===== config.mk =====
export PLATFORM = sky130hd
export DESIGN_NAME = mdpp_dist
export DESIGN_NICKNAME = d
export VERILOG_FILES = /design/src/rtl/mdpp_pkg.sv /design/src/rtl/mdpp_dist.sv
export SDC_FILE = /design/constraint.sdc
export NUM_CORES = 2
export LEC_CHECK = 0
export BUFFER_PORTS_ARGS = -buffer_cell sky130_fd_sc_hd__buf_2
export CAP_MARGIN = 20
export CORE_AREA = 3 3 302 304
export DETAILED_ROUTE_END_ITERATION = 6
export DIE_AREA = 0 0 305 307
export HOLD_SLACK_MARGIN = 0.06
export PLACE_DENSITY = 0.64
export SETUP_SLACK_MARGIN = 0.1
export SYNTH_ARGS = -nofsm -noshare
export SYNTH_HDL_FRONTEND = slang
export SYNTH_SLANG_ARGS = --single-unit
export TNS_END_PERCENT = 10

===== constraint.sdc =====
create_clock -name i_clk -period 18.75 [get_ports i_clk]
set_input_delay 3.75 -clock i_clk [delete_from_list [all_inputs] [get_ports i_clk]]
set_output_delay 3.75 -clock i_clk [all_outputs]
set_load 0.02 [all_outputs]

===== src/rtl/mdpp_pkg.sv =====
// Shared types, widths and codes for the min-distance point picker.
package mdpp_pkg;

    localparam int COORD_W    = 16;
    localparam int HALF_W     = 15;
    localparam int FRAC_W     = 16;
    localparam int PROD_W     = HALF_W + FRAC_W;
    localparam int CNT_W      = 9;
    localparam int TRY_W      = 17;
    localparam int IDX_W      = 8;
    localparam int STATUS_W   = 3;
    localparam int OP_W       = 2;
    localparam int CFG_IDX_W  = 3;
    localparam int CFG_DATA_W = 17;
    localparam int DIFF_W     = COORD_W + 1;
    localparam int SQ_W       = 2 * DIFF_W - 2;
    localparam int SUM_W      = SQ_W + 1;
    localparam int LIM_W      = 2 * HALF_W;

    localparam logic [CNT_W-1:0] POINTS_WANTED_RST = CNT_W'(1);
    localparam logic [TRY_W-1:0] TRY_LIMIT_RST     = TRY_W'(100000);

    localparam logic [OP_W-1:0] OP_CLEAR = 2'd0;
    localparam logic [OP_W-1:0] OP_LOAD  = 2'd1;
    localparam logic [OP_W-1:0] OP_CAND  = 2'd2;

    localparam logic [STATUS_W-1:0] STS_DONE   = 3'd0;
    localparam logic [STATUS_W-1:0] STS_REJECT = 3'd1;
    localparam logic [STATUS_W-1:0] STS_ACCEPT = 3'd2;
    localparam logic [STATUS_W-1:0] STS_GAVEUP = 3'd3;
    localparam logic [STATUS_W-1:0] STS_IGNORE = 3'd4;

    localparam logic [CFG_IDX_W-1:0] CFG_MIN_DIST    = 3'd0;
    localparam logic [CFG_IDX_W-1:0] CFG_HALF_WIDTH  = 3'd1;
    localparam logic [CFG_IDX_W-1:0] CFG_HALF_HEIGHT = 3'd2;
    localparam logic [CFG_IDX_W-1:0] CFG_EXCL_RADIUS = 3'd3;
    localparam logic [CFG_IDX_W-1:0] CFG_ANCHOR_X    = 3'd4;
    localparam logic [CFG_IDX_W-1:0] CFG_ANCHOR_Y    = 3'd5;
    localparam logic [CFG_IDX_W-1:0] CFG_PTS_WANTED  = 3'd6;
    localparam logic [CFG_IDX_W-1:0] CFG_TRY_LIMIT   = 3'd7;

    typedef struct packed {
        logic [OP_W-1:0]           op;
        logic signed [COORD_W-1:0] coord_x;
        logic signed [COORD_W-1:0] coord_y;
        logic [FRAC_W-1:0]         rand_x;
        logic [FRAC_W-1:0]         rand_y;
    } t_in_item;

    typedef struct packed {
        logic [STATUS_W-1:0]       status;
        logic signed [COORD_W-1:0] point_x;
        logic signed [COORD_W-1:0] point_y;
        logic [IDX_W-1:0]          point_index;
        logic                      last;
    } t_out_item;

    typedef struct packed {
        logic signed [COORD_W-1:0] x;
        logic signed [COORD_W-1:0] y;
    } t_point;

    typedef struct packed {
        logic vld;
        logic excl;
        logic last;
    } t_scan_ctl;

    typedef struct packed {
        logic vld;
        logic bad;
        logic last;
    } t_scan_res;

endpackage


===== src/rtl/mdpp_dist.sv =====
// Pipelined squared-distance check of the candidate against one point (or the anchor) per cycle.
module mdpp_dist (
    input  logic                              i_clk,
    input  logic                              i_rst_n,
    input  mdpp_pkg::t_scan_ctl               i_ctl,
    input  mdpp_pkg::t_point                  i_pt,
    input  mdpp_pkg::t_point                  i_cand,
    input  mdpp_pkg::t_point                  i_anchor,
    input  logic [mdpp_pkg::HALF_W-1:0]       i_min_dist,
    input  logic [mdpp_pkg::HALF_W-1:0]       i_excl_radius,
    output mdpp_pkg::t_scan_res               o_res
);
    import mdpp_pkg::*;

    logic [LIM_W-1:0]         w_min_sq;
    logic [LIM_W-1:0]         w_excl_sq;
    logic [LIM_W-1:0]         r_min_sq;
    logic [LIM_W-1:0]         r_excl_sq;
    t_point                   w_sel;
    logic [DIFF_W-1:0]        w_dx;
    logic [DIFF_W-1:0]        w_dy;
    logic signed [DIFF_W-1:0] r_dx;
    logic signed [DIFF_W-1:0] r_dy;
    logic signed [2*DIFF_W-1:0] w_sqx;
    logic signed [2*DIFF_W-1:0] w_sqy;
    logic [SQ_W-1:0]          r_sqx;
    logic [SQ_W-1:0]          r_sqy;
    logic [SUM_W-1:0]         w_sum;
    logic [LIM_W-1:0]         w_lim;
    logic                     w_below;
    t_scan_ctl                r_c1;
    t_scan_ctl                r_c2;
    t_scan_res                r_res;

    assign w_min_sq  = LIM_W'(i_min_dist) * LIM_W'(i_min_dist);
    assign w_excl_sq = LIM_W'(i_excl_radius) * LIM_W'(i_excl_radius);

    assign w_sel = i_ctl.excl ? i_anchor : i_pt;
    assign w_dx  = {i_cand.x[COORD_W-1], i_cand.x} - {w_sel.x[COORD_W-1], w_sel.x};
    assign w_dy  = {i_cand.y[COORD_W-1], i_cand.y} - {w_sel.y[COORD_W-1], w_sel.y};

    assign w_sqx = (2*DIFF_W)'(r_dx) * (2*DIFF_W)'(r_dx);
    assign w_sqy = (2*DIFF_W)'(r_dy) * (2*DIFF_W)'(r_dy);

    assign w_sum   = {1'b0, r_sqx} + {1'b0, r_sqy};
    assign w_lim   = r_c2.excl ? r_excl_sq : r_min_sq;
    assign w_below = w_sum < {{(SUM_W-LIM_W){1'b0}}, w_lim};

    always_ff @(posedge i_clk) begin
        r_min_sq  <= w_min_sq;
        r_excl_sq <= w_excl_sq;
        r_dx      <= w_dx;
        r_dy      <= w_dy;
        r_sqx     <= w_sqx[SQ_W-1:0];
        r_sqy     <= w_sqy[SQ_W-1:0];
    end

    always_ff @(posedge i_clk) begin
        if (!i_rst_n) begin
            r_c1  <= '0;
            r_c2  <= '0;
            r_res <= '0;
        end else begin
            r_c1      <= i_ctl;
            r_c2      <= r_c1;
            r_res.vld <= r_c2.vld;
            r_res.bad <= r_c2.vld & w_below;
            r_res.last <= r_c2.vld & r_c2.last;
        end
    end

    assign o_res = r_res;

endmodule


==> impl_metrics.tcl <==
set metrics [dict create \
    synthTopCellsByArea "fa_1, ha_1, inv_1" \
    yosysSeqAreaShare 0.0859 \
    ys_warn_count 0 \
    drt.antenna.violating_nets 0 \
    max-slew-margin-rel 0.311 \
    synth_top_area_frac 0.415 \
    layout.cells.most_common "inv_1" \
    rsz0062_at_grt "no" \
    finalHoldViolCount 0 \
    setup_violations 0 \
    ys_ff_latch 163 \
    antenna_found_initial 0 \
    postCtsResizedCells 0 \
    die-height_um 307 \
    dpl-instance-area_mm2 0.0399 \
    reg2reg_from "r_dx[3]$_DFF_P_" \
    post-cts-setup-buffer-count 0 \
    post-place-cells 5276 \
    clock_path_buffers 2 \
    syn2layout_area_growth_pct 6.54 \
    initial_core_util 0.429 \
    dp_hpwl_mm 69.2 \
    grt_pass1_vias 28400 \
    synthDistinctLibCells 66 \
    ys.flop_type "dfxtp_1" \
    cts_tree "yes" \
    final_cell_mix "inv_1, fa_1, ha_1" \
    syn-cell-area_mm2 0.0380 \
    r2r_end "r_sqx[31]$_DFF_P_" \
    hold-worst-slack_ns 0.433 \
    setup.worst_path.class "in -> reg" \
    period_needed_ns 9.38 \
    cts.sinks 163 \
    worst-path-max-fanout 16 \
    rr_worst_depth 22 \
    arrival_ns 9.70 \
    r2r_slack_ns 11.67 \
    drt-vias-per-instance 4.86 \
    required_ns 19.08 \
    async_flop_share 0 \
    min_period_over_period 0.500 \
    drt_wl_total_mm 80.8 \
    skew_ns 0.00827 \
    yosysTopAreaCell "fa_1" \
    whs_path_depth 1 \
    design_area_mm2 0.0405 \
    rows 109 \
    fmax_mhz 107 \
    postSynthCellCount 4049 \
    core_mm2 0.0885 \
    htreeDepth 4 \
    drtIter0Drc 1058 \
    drc 0 \
    crit_path_start_kind "input pin" \
    grt_pass1_wl_mm 140 \
    hold_end "r_c2[1]$_SDFF_PN0_" \
    grt-ovfl-total 0 \
    antenna_cells 0 \
    holdBufCountCts 0 \
    hold_path_class "reg -> reg" \
    synth_fp_nets 5410 \
    clock_latency_ns 0.44 \
    dieArea_mm2 0.0936 \
    clk_transition_reported_paths_ns 0.07 \
    postSynthAreaPerCell_um2 9.39 \
    tns_ns 0 \
    fp.dieW_um 305 \
    cts_buffers 17 \
    fin_cells 5308 \
    via_count 25800 \
    cts-root-buf "clkbuf_16" \
    first_pass_iters 5 \
    wl_per_cell_um 15.2 \
    min-delay-start "r_c1[1]$_SDFF_PN0_" \
    synth_edf_count 0 \
    grt_max_degree 34 \
    port-buffer-count 133 \
    track_usage 0.183 \
    status "finished clean" \
    gp_congestion 0.839 \
    layout.nets 5491 \
    slew_violations 0 \
    drv_cap 0 \
    ios 134 \
    crit_path_end_kind "flop" \
    drive_above_1_share 0.0519 \
    tightest_slew_ns 1.03 \
]
## flip-flops by register name, indices dropped and copies added, names as in the netlist
name       cells
o_res          3
r_c1           3
r_c2           3
r_dx          17
r_dy          17
r_excl_sq     29
r_min_sq      29
r_sqx         31
r_sqy         31
## area by class of cell
type,count,area (µm²)
fillers,8460,48000
multi-input cells,2720,30400
well taps,1165,1460
repair buffers,150,793
clock inverters,14,145
clock buffers,18,429
flip-flops and latches,163,3260
inverters,1078,4050
## how the worst max path moves through the flow
stage                                       to           from  cells past startpoint
after global placement    r_min_sq[29]$_DFF_P_  i_min_dist[0]                     22
final                     r_min_sq[29]$_DFF_P_  i_min_dist[0]                     22
after global routing      r_min_sq[29]$_DFF_P_  i_min_dist[0]                     22
after detailed placement  r_min_sq[29]$_DFF_P_  i_min_dist[0]                     22
after CTS                 r_min_sq[29]$_DFF_P_  i_min_dist[0]                     22
after floorplan           r_min_sq[28]$_DFF_P_  i_min_dist[8]                     21
## Yosys cell counts, types with 5 or more instances
cell and number:
xnor2_1 155, a21oi_1 121, fa_1 788, nand2b_1 21, a2111oi_0 6, dfxtp_1 163
clkbuf_1 79, and3_1 23, ha_1 442, inv_1 1077, xor2_1 48, nand3_1 28
a211o_1 6, a31o_2 6, nor3_1 28, and4_1 5, a21o_1 61, o21ai_1 5
nor4_1 5, nor2b_1 44, or2_2 11, a31oi_1 11, o21a_1 32, or3_1 9
and2_1 196, o21ai_0 48, o211ai_1 7, nand2_1 334, nor2_1 119, nand4_1 8
mux2i_1 61, a211oi_1 16, mux2_2 6, buf_1 8, o21bai_1 16
## worst max-delay path, stage by stage
cell and delay, ns:
buf_2 0.29, and2_1 0.21, inv_1 0.07, fa_1 0.50, fa_1 0.55, inv_1 0.05
fa_1 0.49, inv_1 0.05, fa_1 0.48, fa_1 0.49, inv_1 0.05, fa_1 0.44
ha_1 0.35, and4_1 0.25, o21a_1 0.10, a21oi_1 0.35, o21ai_1 0.19, o21ai_1 0.20
a31oi_1 0.17, a221o_1 0.40, mux2i_1 0.16, nand4_1 0.08
## per-stage QoR
| step | utilization | worst slack, ns |
|---|---|---|
| global placement | 0.451 | 9.01 |
| global route | 0.457 | 9.10 |
| finish | 0.457 | 9.38 |
| CTS | 0.457 | 9.41 |
| detailed placement | 0.451 | 8.96 |
| floorplan | - | 9.50 |
## cell families (layout without fill, tap and decap cells)
logic type                 after synthesis  after routing  share of synthesized area
buffers and inverters                 1166           1260                      0.115
DFF                                    163            163                     0.0859
and+or+nand+nor                        840            840                      0.107
xor gates and xnor gates               203            203                     0.0468
muxes                                   67             67                     0.0178
AOI/OAI and AO/OA                      380            380                     0.0661
adders and majority gates             1230           1230                      0.561
## routing by layer
layer	vias to the layer above	GRT usage	share of wire
li1	12400	-	-
met1	12800	0.240	0.43
met2	502	0.333	0.51
met3	93	0.0190	0.039
met4	0	0.0322	0.016
met5	-	0	0
Power is left out: the tool's default activity adds up to more than one toggle a clock period on the data nets, which glitch-free logic cannot reach.
